### config.mk
export PLATFORM = sky130hd
export DESIGN_NAME = rrh_ring
export DESIGN_NICKNAME = d
export VERILOG_FILES = /design/src/sv/rrh_pkg.sv /design/src/sv/rrh_sqrt.sv /design/src/sv/rrh_div.sv /design/src/sv/rrh_ring.sv
export SDC_FILE = /design/constraint.sdc
export NUM_CORES = 1
export LEC_CHECK = 0
export ABC_AREA = 1
export CAP_MARGIN = 20
export CORE_MARGIN = 1.5
export CORE_UTILIZATION = 30
export DETAILED_ROUTE_END_ITERATION = 6
export DONT_BUFFER_PORTS = 1
export HOLD_SLACK_MARGIN = 0.06
export PLACE_DENSITY_LB_ADDON = 0.05
export SETUP_SLACK_MARGIN = 0.4
export SYNTH_ARGS = -nofsm -noshare
export SYNTH_HDL_FRONTEND = slang
export SYNTH_SLANG_ARGS = --single-unit
### constraint.sdc
create_clock -name clk -period 6.06 [get_ports clk]
set_input_delay 0.606 -clock clk [delete_from_list [all_inputs] [get_ports clk]]
set_output_delay 0.606 -clock clk [all_outputs]
set_load 0.005 [all_outputs]
### src/sv/rrh_pkg.sv
// ============================================================================
// rrh_pkg: shared types and constants of the radial ring histogram
// Field widths, store geometry and the handshake structs between the
// ring calculator, the bin store and the top level.
// ============================================================================
package rrh_pkg;

    // Geometry
    localparam int COORD_BITS = 16;
    localparam int MAX_RINGS  = 1024;
    localparam int BIN_AW     = $clog2(MAX_RINGS);

    // Field widths
    localparam int REQ_W     = 2;
    localparam int RING_W    = 11;
    localparam int COUNT_W   = 32;
    localparam int CFG_W     = 15;
    localparam int CFG_IDX_W = 2;

    // Datapath widths
    localparam int MAG_W = COORD_BITS;
    localparam int D2_W  = 2 * MAG_W;
    localparam int HH_W  = 2 * CFG_W;
    localparam int MUL_W = (MAG_W > CFG_W) ? MAG_W : CFG_W;
    localparam int CMP_W = (D2_W > HH_W) ? D2_W : HH_W;
    localparam int SUM_W = MUL_W + 1;
    localparam int DIV_W = CFG_W + 1;

    // Configuration register indexes
    localparam logic [CFG_IDX_W-1:0] CFG_HALF_SIDE = 2'd0;
    localparam logic [CFG_IDX_W-1:0] CFG_RING_STEP = 2'd1;

    // Reset values of the configuration registers
    localparam logic [CFG_W-1:0] HALF_SIDE_RST = 15'd64;
    localparam logic [CFG_W-1:0] RING_STEP_RST = 15'd1;

    typedef enum logic [REQ_W-1:0] {
        REQ_ACCUM = 2'd0,
        REQ_CLEAR = 2'd1,
        REQ_READ  = 2'd2,
        REQ_NONE  = 2'd3
    } req_t;

    typedef enum logic [1:0] {
        BIN_INC,
        BIN_READ,
        BIN_CLEAR
    } bin_op_t;

    typedef struct packed {
        logic              valid;
        bin_op_t           op;
        logic [BIN_AW-1:0] addr;
    } bin_cmd_t;

    typedef struct packed {
        logic               valid;
        logic               busy;
        logic [COUNT_W-1:0] count;
    } bin_rsp_t;

    typedef struct packed {
        logic              done;
        logic [RING_W-1:0] ring;
    } ring_rsp_t;

    typedef enum logic [1:0] {
        B_SWEEP,
        B_IDLE,
        B_ACCESS
    } bin_state_t;

    typedef enum logic [3:0] {
        RS_IDLE,
        RS_SQX,
        RS_SQY,
        RS_SQH,
        RS_SUM,
        RS_CMP,
        RS_SQRT,
        RS_DIV,
        RS_DONE
    } ring_state_t;

    typedef enum logic [2:0] {
        T_IDLE,
        T_RING,
        T_BIN,
        T_CLEAR,
        T_OUT
    } top_state_t;

endpackage

### src/sv/rrh_sqrt.sv
// ============================================================================
// rrh_sqrt: iterative ceiling square root
// Two radicand bits per cycle; done pulses in the cycle after the last step.
// ============================================================================
module rrh_sqrt
    import rrh_pkg::*;
(
    input  logic             clk,
    input  logic             rst_n,
    input  logic             start,
    input  logic [D2_W-1:0]  radicand,
    output logic             done,
    output logic [MAG_W-1:0] root
);

    localparam int CNT_W = $clog2(MAG_W);
    localparam logic [CNT_W-1:0] LAST = CNT_W'(MAG_W - 1);

    logic             busy_reg;
    logic             done_reg;
    logic [CNT_W-1:0] cnt_reg;
    logic [D2_W-1:0]  n_reg;
    logic [MAG_W:0]   rem_reg;
    logic [MAG_W-1:0] root_reg;

    logic [MAG_W+2:0] rem_sh;
    logic [MAG_W+2:0] trial;
    logic [MAG_W+2:0] diff;
    logic             fits;

    assign rem_sh = {rem_reg, n_reg[D2_W-1 -: 2]};
    assign trial  = {1'b0, root_reg, 2'b01};
    assign diff   = rem_sh - trial;
    assign fits   = (rem_sh >= trial);

    always_ff @(posedge clk or negedge rst_n)
    begin
        if (!rst_n)
        begin
            busy_reg <= 1'b0;
            done_reg <= 1'b0;
            cnt_reg  <= '0;
        end
        else
        begin
            done_reg <= busy_reg && (cnt_reg == LAST);
            if (start)
            begin
                busy_reg <= 1'b1;
                cnt_reg  <= '0;
            end
            else if (busy_reg)
            begin
                if (cnt_reg == LAST)
                    busy_reg <= 1'b0;
                cnt_reg <= cnt_reg + 1'b1;
            end
        end
    end

    always_ff @(posedge clk)
    begin
        if (start)
        begin
            n_reg    <= radicand;
            rem_reg  <= '0;
            root_reg <= '0;
        end
        else if (busy_reg)
        begin
            n_reg    <= {n_reg[D2_W-3:0], 2'b00};
            rem_reg  <= fits ? diff[MAG_W:0] : rem_sh[MAG_W:0];
            root_reg <= {root_reg[MAG_W-2:0], fits};
        end
    end

    // round up when a remainder is left
    assign done = done_reg;
    assign root = root_reg + MAG_W'(rem_reg != '0);

endmodule

### src/sv/rrh_div.sv
// ============================================================================
// rrh_div: iterative restoring divider
// One quotient bit per cycle; done pulses in the cycle after the last bit.
// ============================================================================
module rrh_div
    import rrh_pkg::*;
(
    input  logic             clk,
    input  logic             rst_n,
    input  logic             start,
    input  logic [DIV_W-1:0] dividend,
    input  logic [CFG_W-1:0] divisor,
    output logic             done,
    output logic [DIV_W-1:0] quotient
);

    localparam int CNT_W = $clog2(DIV_W);
    localparam logic [CNT_W-1:0] LAST = CNT_W'(DIV_W - 1);

    logic             busy_reg;
    logic             done_reg;
    logic [CNT_W-1:0] cnt_reg;
    logic [CFG_W-1:0] rem_reg;
    logic [DIV_W-1:0] quo_reg;
    logic [CFG_W-1:0] dvs_reg;

    logic [CFG_W:0] rem_sh;
    logic [CFG_W:0] diff;
    logic           fits;

    assign rem_sh = {rem_reg, quo_reg[DIV_W-1]};
    assign diff   = rem_sh - {1'b0, dvs_reg};
    assign fits   = (rem_sh >= {1'b0, dvs_reg});

    always_ff @(posedge clk or negedge rst_n)
    begin
        if (!rst_n)
        begin
            busy_reg <= 1'b0;
            done_reg <= 1'b0;
            cnt_reg  <= '0;
        end
        else
        begin
            done_reg <= busy_reg && (cnt_reg == LAST);
            if (start)
            begin
                busy_reg <= 1'b1;
                cnt_reg  <= '0;
            end
            else if (busy_reg)
            begin
                if (cnt_reg == LAST)
                    busy_reg <= 1'b0;
                cnt_reg <= cnt_reg + 1'b1;
            end
        end
    end

    always_ff @(posedge clk)
    begin
        if (start)
        begin
            rem_reg <= '0;
            quo_reg <= dividend;
            dvs_reg <= divisor;
        end
        else if (busy_reg)
        begin
            rem_reg <= fits ? diff[CFG_W-1:0] : rem_sh[CFG_W-1:0];
            quo_reg <= {quo_reg[DIV_W-2:0], fits};
        end
    end

    assign done     = done_reg;
    assign quotient = quo_reg;

endmodule

### src/sv/rrh_ring.sv
// ============================================================================
// rrh_ring: ring index calculator
// Squares both magnitudes and the half side on one shared multiplier; inside
// the half side, takes the ceiling root and its ceiling quotient by ring step.
// ============================================================================
module rrh_ring
    import rrh_pkg::*;
(
    input  logic              clk,
    input  logic              rst_n,
    input  logic              start,
    input  logic [MAG_W-1:0]  x_pos,
    input  logic [MAG_W-1:0]  y_pos,
    input  logic [CFG_W-1:0]  half_side,
    input  logic [CFG_W-1:0]  ring_step,
    output ring_rsp_t         rsp
);

    ring_state_t state_reg;
    ring_state_t state_next;

    logic [MAG_W-1:0]  mx_reg;
    logic [MAG_W-1:0]  my_reg;
    logic [CFG_W-1:0]  hs_reg;
    logic [CFG_W-1:0]  step_reg;
    logic [D2_W-1:0]   xx_reg;
    logic [D2_W-1:0]   yy_reg;
    logic [HH_W-1:0]   hh_reg;
    logic [D2_W-1:0]   d2_reg;
    logic              outer_reg;
    logic              outer_next;
    logic [RING_W-1:0] ring_reg;
    logic [RING_W-1:0] ring_next;

    logic [MUL_W-1:0]   mul_op;
    logic [2*MUL_W-1:0] mul_p;
    logic [MAG_W-1:0]   mag_x;
    logic [MAG_W-1:0]   mag_y;
    logic               sqrt_start;
    logic               sqrt_done;
    logic [MAG_W-1:0]   sqrt_root;
    logic               div_start;
    logic               div_done;
    logic [DIV_W-1:0]   div_dividend;
    logic [DIV_W-1:0]   div_quo;
    logic [SUM_W-1:0]   inner_sum;
    logic [DIV_W:0]     ring_full;

    // two's complement magnitude; the most negative code maps to 2^(n-1)
    assign mag_x = x_pos[MAG_W-1] ? (~x_pos + 1'b1) : x_pos;
    assign mag_y = y_pos[MAG_W-1] ? (~y_pos + 1'b1) : y_pos;

    assign mul_p     = mul_op * mul_op;
    assign inner_sum = SUM_W'(sqrt_root) + SUM_W'(step_reg) - SUM_W'(1);
    assign ring_full = (DIV_W+1)'(div_quo) + (DIV_W+1)'(outer_reg);

    rrh_sqrt u_sqrt (
        .clk      (clk),
        .rst_n    (rst_n),
        .start    (sqrt_start),
        .radicand (d2_reg),
        .done     (sqrt_done),
        .root     (sqrt_root)
    );

    rrh_div u_div (
        .clk      (clk),
        .rst_n    (rst_n),
        .start    (div_start),
        .dividend (div_dividend),
        .divisor  (step_reg),
        .done     (div_done),
        .quotient (div_quo)
    );

    always_ff @(posedge clk or negedge rst_n)
    begin
        if (!rst_n)
            state_reg <= RS_IDLE;
        else
            state_reg <= state_next;
    end

    always_comb
    begin
        state_next   = state_reg;
        mul_op       = '0;
        sqrt_start   = 1'b0;
        div_start    = 1'b0;
        div_dividend = '0;
        outer_next   = outer_reg;
        ring_next    = ring_reg;
        case (state_reg)
            RS_IDLE:
            begin
                if (start)
                    state_next = RS_SQX;
            end
            RS_SQX:
            begin
                mul_op     = MUL_W'(mx_reg);
                state_next = RS_SQY;
            end
            RS_SQY:
            begin
                mul_op     = MUL_W'(my_reg);
                state_next = RS_SQH;
            end
            RS_SQH:
            begin
                mul_op     = MUL_W'(hs_reg);
                state_next = RS_SUM;
            end
            RS_SUM:
            begin
                state_next = RS_CMP;
            end
            RS_CMP:
            begin
                if (d2_reg == '0)
                begin
                    ring_next  = RING_W'(1);
                    state_next = RS_DONE;
                end
                else if (CMP_W'(d2_reg) > CMP_W'(hh_reg))
                begin
                    // beyond the half side: outer ring
                    div_start    = 1'b1;
                    div_dividend = DIV_W'(hs_reg);
                    outer_next   = 1'b1;
                    state_next   = RS_DIV;
                end
                else
                begin
                    sqrt_start = 1'b1;
                    state_next = RS_SQRT;
                end
            end
            RS_SQRT:
            begin
                if (sqrt_done)
                begin
                    div_start    = 1'b1;
                    div_dividend = DIV_W'(inner_sum);
                    outer_next   = 1'b0;
                    state_next   = RS_DIV;
                end
            end
            RS_DIV:
            begin
                if (div_done)
                begin
                    if (ring_full > (DIV_W+1)'(MAX_RINGS))
                        ring_next = RING_W'(MAX_RINGS);
                    else
                        ring_next = RING_W'(ring_full);
                    state_next = RS_DONE;
                end
            end
            RS_DONE:
            begin
                state_next = RS_IDLE;
            end
            default:
            begin
                state_next = RS_IDLE;
            end
        endcase
    end

    always_ff @(posedge clk)
    begin
        if ((state_reg == RS_IDLE) && start)
        begin
            mx_reg   <= mag_x;
            my_reg   <= mag_y;
            hs_reg   <= half_side;
            step_reg <= (ring_step == '0) ? CFG_W'(1) : ring_step;
        end
        if (state_reg == RS_SQX)
            xx_reg <= D2_W'(mul_p);
        if (state_reg == RS_SQY)
            yy_reg <= D2_W'(mul_p);
        if (state_reg == RS_SQH)
            hh_reg <= HH_W'(mul_p);
        if (state_reg == RS_SUM)
            d2_reg <= xx_reg + yy_reg;
        outer_reg <= outer_next;
        ring_reg  <= ring_next;
    end

    assign rsp.done = (state_reg == RS_DONE);
    assign rsp.ring = ring_reg;

endmodule

==> results of run 1 <==
power breakdown:
group | switching (mW) | internal (mW)
logic | 0.0254 | 0.0161
registers | 0 | 2.38
clock network | 1.00 | 1.60
logic make-up (layout without fill, tap and decap cells):
logic type / Yosys count / after routing / share of synthesized area, %
AND/OR/NAND/NOR: 1305 / 1305 / 20.9
buffers and inverters: 750 / 996 / 11.0
flip-flops: 324 / 324 / 34.7
XOR/XNOR: 98 / 98 / 3.25
AO/OA/AOI/OAI: 325 / 325 / 6.83
adder cells (fa/ha/maj): 391 / 391 / 23.2
multiplexers: 1 / 1 / 0.0426
worst register-to-register path: stages, from the launching register on:
cell,delay (ns)
dfrtp_2,0.43
nand2_4,0.08
nor3_4,0.27
buf_6,0.15
buf_16,0.13
nand2_2,0.07
nand3_4,0.11
buf_12,0.13
buf_4,0.11
buf_4,0.10
nand2_1,0.07
fa_1,0.53
inv_1,0.07
fa_2,0.44
fa_2,0.56
fa_2,0.44
fa_1,0.49
inv_1,0.05
fa_1,0.49
inv_2,0.05
ha_4,0.30
nand2_4,0.06
buf_4,0.14
o21a_2,0.25
o21bai_4,0.18
a21oi_4,0.05
xnor2_2,0.13
buf_4,0.15
cell type report:
class                      instances  share of cell area (%)
tap                             1155                    4.50
clock inverter                    20                   0.740
sequential                       324                    28.6
inverter                         677                    7.95
timing repair buffer             240                    6.21
clock buffer                      58                    3.72
timing repair inverter             1                  0.0195
multi-input combinational       2120                    48.3
per-stage QoR:
| step | util, % | hold WS, ns | setup TNS (ns) | setup slack, ns |
|---|---|---|---|---|
| CTS | 36.1 | 0.0921 | -11.88 | -0.293 |
| finish | 36.9 | 0.129 | -6.05 | -0.225 |
| global placement | 33.9 | 0.311 | -13.85 | -0.541 |
| floorplan | - | 0.310 | 0 | 0.218 |
| global route | 36.9 | 0.0989 | -21.84 | -0.489 |
| detailed placement | 33.9 | 0.311 | -18.79 | -0.607 |
repair_timing:
action	CTS	global route
buffers inserted	22	26
gates resized for setup	76	131
gates cloned	2	0
endpoints found under the setup margin	70	73
pin swaps	39	69
hold buffers	1	0
hold endpoints to repair	16	0
routing by layer:
metal,vias up,part of all wire (%)
met5,-,0
li1,10500,-
met3,104,2.8
met1,10100,44
met4,0,2.4
met2,265,51
cell usage in the layout, fill, tap and decap left out, types with 27 or more instances in the layout:
cell type    n
nand2_1    655
inv_1      628
edfxtp_1   260
nor2_1     237
buf_4      210
ha_1       204
fa_1       157
nand3_1    152
a21oi_1    140
o21ai_0     86
nand2_2     61
xor2_1      61
nand4_1     52
dfxtp_1     48
clkbuf_16   45
inv_2       43
nor3_1      33
nand2_4     29
xnor2_1     27
path summary, 6_finish.rpt:
kind,start,slack [ns],to,cells past startpoint
min in group asynchronous,rst_n,0.64,u_div.done$_DFF_PN0_,1
max in group asynchronous,rst_n,4.75,u_sqrt.busy_reg$_DFF_PN0_,1
worst min register to register,step_reg[12]$_SDFFCE_PN0P_,0.46,u_div.dvs_reg[12]$_DFFE_PP_,0
worst max-delay path,state_reg[0]$_DFFE_PN0P_,-0.22,hh_reg[22]$_DFFE_PN_,27
worst min-delay path,ring_step[1],0.13,step_reg[1]$_SDFFCE_PN0P_,0
worst max register to register,state_reg[0]$_DFFE_PN0P_,-0.22,hh_reg[22]$_DFFE_PN_,27
Yosys cell counts, drive strengths merged (2+ instances only):
| cell | count | area share [%] |
|---|---|---|
| o21a | 5 | 0.14 |
| xor2 | 67 | 2.2 |
| nor3 | 40 | 0.82 |
| nand3b | 4 | 0.11 |
| a21oi | 161 | 3.0 |
| o21bai | 10 | 0.28 |
| nand3 | 175 | 3.4 |
| fa | 166 | 13 |
| nand2 | 745 | 11 |
| dfxtp | 48 | 3.6 |
| clkinv | 2 | 0.028 |
| a31oi | 6 | 0.14 |
| nor2 | 264 | 3.8 |
| xnor2 | 31 | 1.0 |
| and2 | 5 | 0.12 |
| buf | 39 | 0.90 |
| o211ai | 11 | 0.33 |
| ha | 225 | 11 |
| dfrtp | 16 | 1.5 |
| or2 | 7 | 0.17 |
| a21o | 12 | 0.34 |
| inv | 675 | 9.6 |
| nor4 | 9 | 0.21 |
| edfxtp | 260 | 30 |
| o21ai | 108 | 2.2 |
| a21boi | 9 | 0.26 |
| clkbuf | 34 | 0.49 |
| nand4 | 53 | 1.3 |
==> results.toml, run 1 <==
[clock_tree]
cts_tree = "built"
cts-htree-levels = 2
cts-buffers-inserted = 42
root_buffer = "clkbuf_16"
clk-insertion-delay-late_ns = 0.57
clk_pin_slew_ns = 0.06
clock_sinks = 324
clock_path_buffers = 3

[place]
gp_congestion = 0.852
io_buffer_count = 0
dpl.cell_count = 4464
dp_hpwl_mm = 62.7
place_area_sq_um = 29500

[run_status]
failed_checks = "negative setup slack"
status = "complete, but fails checks"

[worst_setup_path]
crit_fanout = 7
slowest_delay_ns = 0.56
worstSetupStartpointType = "register"
crit_required_ns = 6.37
cp_slowest_cell = "fa_2"
worst_path_most_repeated_cell = "buf_4"
path_buf_inv = 10
worst_path_dominant_cell_family = "adder cells"
endpoint_kind = "register"
cp_data_arrival_time_ns = 6.60
path_class = "reg -> reg"

[synth]
yosysSeqAreaShare_pct = 34.7
synth_edf_count = 260
synth_seq_cells = 324
synth_warnings = 0
synthesis.instances = 3194
synthDistinctLibCells = 53
syn_nets = 3650
avgSynthCellArea_sq_um = 8.27
syn_area_sq_um = 26400
async_flop_share_pct = 4.94
synth_flop_cell = "edfxtp_1"

[layout]
fin_area_sq_um = 32100
nets = 3862
final_cells = 4595
area_growth_pct = 21.5
regArea_sq_um = 9180
drive_gt1_share_pct = 17.3
multi_input_area_sq_um = 15500
nFillCells = 9075
diodes = 0

[power]
vdd_drop_max_mv = 0.186
static-leakage-power_nw = 16.0
total_power_mw = 5.02
power-per-cell-area_nw_per_um2 = 156

[global_routing]
use_met1_pct = 21.7
grt_pass1_wl_mm = 123
use_met3_pct = 1.81
use_met2_pct = 31.6
grt_use_total_pct = 17.4
grt_pass1_vias = 22200
antenna_found_initial = 0
grt_max_degree = 70
grt_overflow = 0
top_usage_layer = "met2"

[floorplan]
core_sq_um = 87000
die-area_sq_um = 89900
die_w_um = 300
placementRows = 108
start_util_pct = 30.4
die_h_um = 300
io_pins = 77

[timing]
finalHoldViolCount = 0
tightest_slew_ns = 0.978
drv_slew = 0
fin_ws_ns = -0.225
relSlewSlack_pct = 34.6
timing.final.crit_share_pct = 104
skew_ns = 0.0217
fin_crit_ns = 6.28
setup_violations = 46
max_freq_mhz = 159
rsz0062_at_grt = "yes"

[drt]
drt_iter0_markers = 960
first_pass_iters = 5
drcViolationCount = 0
wl_mm = 77.0
routedWlPerCell_um = 16.7
antenna_left = 0
vias = 21000
vias_per_cell = 4.57

[flow_run]
max_cap_violations = 0

[hold_path]
min_path_type = "in -> reg"
No activity file was read; power rests on OpenSTA's default activity.
==> run 2: changes to the inputs <==
CELL_PAD_IN_SITES_DETAIL_PLACEMENT = 2   (was default)
CELL_PAD_IN_SITES_GLOBAL_PLACEMENT = 2   (was default)
==> results.toml, run 2 (synthesized netlist as in run 1, its figures left out) <==
[layout]
mostFrequentLayoutCells = "nand2_1 (620), inv_1 (615), edfxtp_1 (260)"
area_growth_pct = 26.0
diodes = 0
final_common_cell = "nand2_1"
fin_area_sq_um = 33300
nets = 3899
final_cells = 4633
drive_gt1_share_pct = 20.3

[power]
static-leakage-power_nw = 16.6
vdd_drop_max_mv = 0.221
power-per-cell-area_nw_per_um2 = 155

[worst_setup_path]
worst_path_most_repeated_cell = "fa_1"
crit_required_ns = 6.41
r2r_start = "state_reg[3]$_DFFE_PN0P_"
slowest_delay_ns = 0.56
endpoint_kind = "register"
path_buf_inv = 7
crit_start = "state_reg[3]$_DFFE_PN0P_"
crit_fanout = 8
worstSetupStartpointType = "register"
cp_slowest_cell = "fa_1"
rrSetupSlack_ns = -0.32
cp_data_arrival_time_ns = 6.74
r2r-end = "xx_reg[31]$_DFFE_PN_"
worstRegToRegCells = 26
worst_path_dominant_cell_family = "adder cells"
path_class = "reg -> reg"

[clock_tree]
cts-buffers-inserted = 43
root_buffer = "clkbuf_16"
cts-htree-levels = 2
clk-insertion-delay-late_ns = 0.60
cts_tree = "built"
clock_sinks = 324
clock_path_buffers = 3
clk_pin_slew_ns = 0.06

[place]
post-place-ws_ns = -0.510
dp_hpwl_mm = 73.3
gp_congestion = 0.817
dpl.cell_count = 4460
place_area_sq_um = 29500
io_buffer_count = 0

[drt]
antenna_left = 0
drcViolationCount = 0
vias_per_cell = 4.79
wl_mm = 93.9
routedWlPerCell_um = 20.3
first_pass_iters = 5
drt_iter0_markers = 752
vias = 22200

[floorplan]
die_h_um = 300
die-area_sq_um = 89900
die_w_um = 300
start_util_pct = 30.4
io_pins = 77
placementRows = 108
core_sq_um = 87000

[hold_path]
min_path_type = "in -> reg"
min_to = "step_reg[10]$_SDFFCE_PN0P_"
min_from = "ring_step[10]"
hold_path_depth = 0

[global_routing]
grt_pass1_vias = 25200
grt_overflow = 0
grt_max_degree = 70
grt_use_total_pct = 20.8
grt_pass1_wl_mm = 145
antenna_found_initial = 1

[timing]
finalHoldViolCount = 0
fin_crit_ns = 6.38
tightest_slew_ns = 0.953
setup_violations = 58
skew_ns = 0.0447
relSlewSlack_pct = 36.5
max_freq_mhz = 157
drv_slew = 0
timing.final.crit_share_pct = 105
fin_ws_ns = -0.323
rsz0062_at_grt = "yes"

[run_status]
status = "complete, but fails checks"
failed_checks = "negative setup slack"

[flow_run]
max_cap_violations = 0
## run 2: cell types whose count changed in the layout (fill, tap and decap cells not counted), sizes merged
cell,previous run,this run
buf,239,273
bufinv,5,7
clkbuf,58,52
clkinv,14,17
clkinvlp,1,4
nand3,175,177
## run 2: metrics by stage
| step | hold WS (ns) | util (%) | TNS (ns) | total power [mW] |
|---|---|---|---|---|
| global route | 0.0831 | 38.3 | -22.42 | 5.32 |
| CTS | 0.0715 | 37.2 | -5.11 | 5.24 |
| detailed placement | 0.314 | 33.9 | -22.49 | 2.47 |
| floorplan | 0.310 | - | 0 | 2.46 |
| global placement | 0.314 | 33.8 | -15.08 | 2.47 |
| finish | 0.111 | 38.3 | -10.88 | 5.16 |
## run 2: worst max-delay path by stage
stage	endpoint	slack (ns)	depth (start not counted)
floorplan	hh_reg[28]$_DFFE_PN_	0.22	28
global placement	hh_reg[22]$_DFFE_PN_	-0.34	27
detailed placement	hh_reg[26]$_DFFE_PN_	-0.51	26
CTS	xx_reg[31]$_DFFE_PN_	-0.17	25
global route	xx_reg[31]$_DFFE_PN_	-0.53	28
finish	xx_reg[31]$_DFFE_PN_	-0.32	26
## run 2: metal layers
layer | routed length (um) | GRT usage (%)
met1 | 39600 | 25.0
met2 | 50900 | 39.8
met3 | 1690 | 1.82
met4 | 1710 | 4.24
met5 | 15 | 0
## run 2: power by group
part | switching [mW] | internal, mW
Combinational | 0.0272 | 0.0170
Sequential | 0 | 2.38
Clock | 1.10 | 1.63
Total | 1.13 | 4.03
## run 2: final cells by class
| cell class | instances | area [sq um] |
|---|---|---|
| Tap cell | 1155 | 1450 |
| Clock buffer | 52 | 1110 |
| Clock inverter | 28 | 389 |
| Sequential cell | 324 | 9170 |
| Fill cell | 9718 | 53700 |
| Inverter | 677 | 2570 |
| Timing Repair inverter | 1 | 7.51 |
| Timing Repair Buffer | 274 | 2520 |
| Multi-Input combinational cell | 2122 | 16100 |
## run 2: timing repair
action / in CTS / in global routing
setup buffers: 49 / 37
hold buffers: 1 / 0
gates cloned: 4 / 0
hold endpoints to repair: 16 / 0
setup endpoints to repair: 70 / 70
resized for setup: 206 / 176
pin swaps: 79 / 92
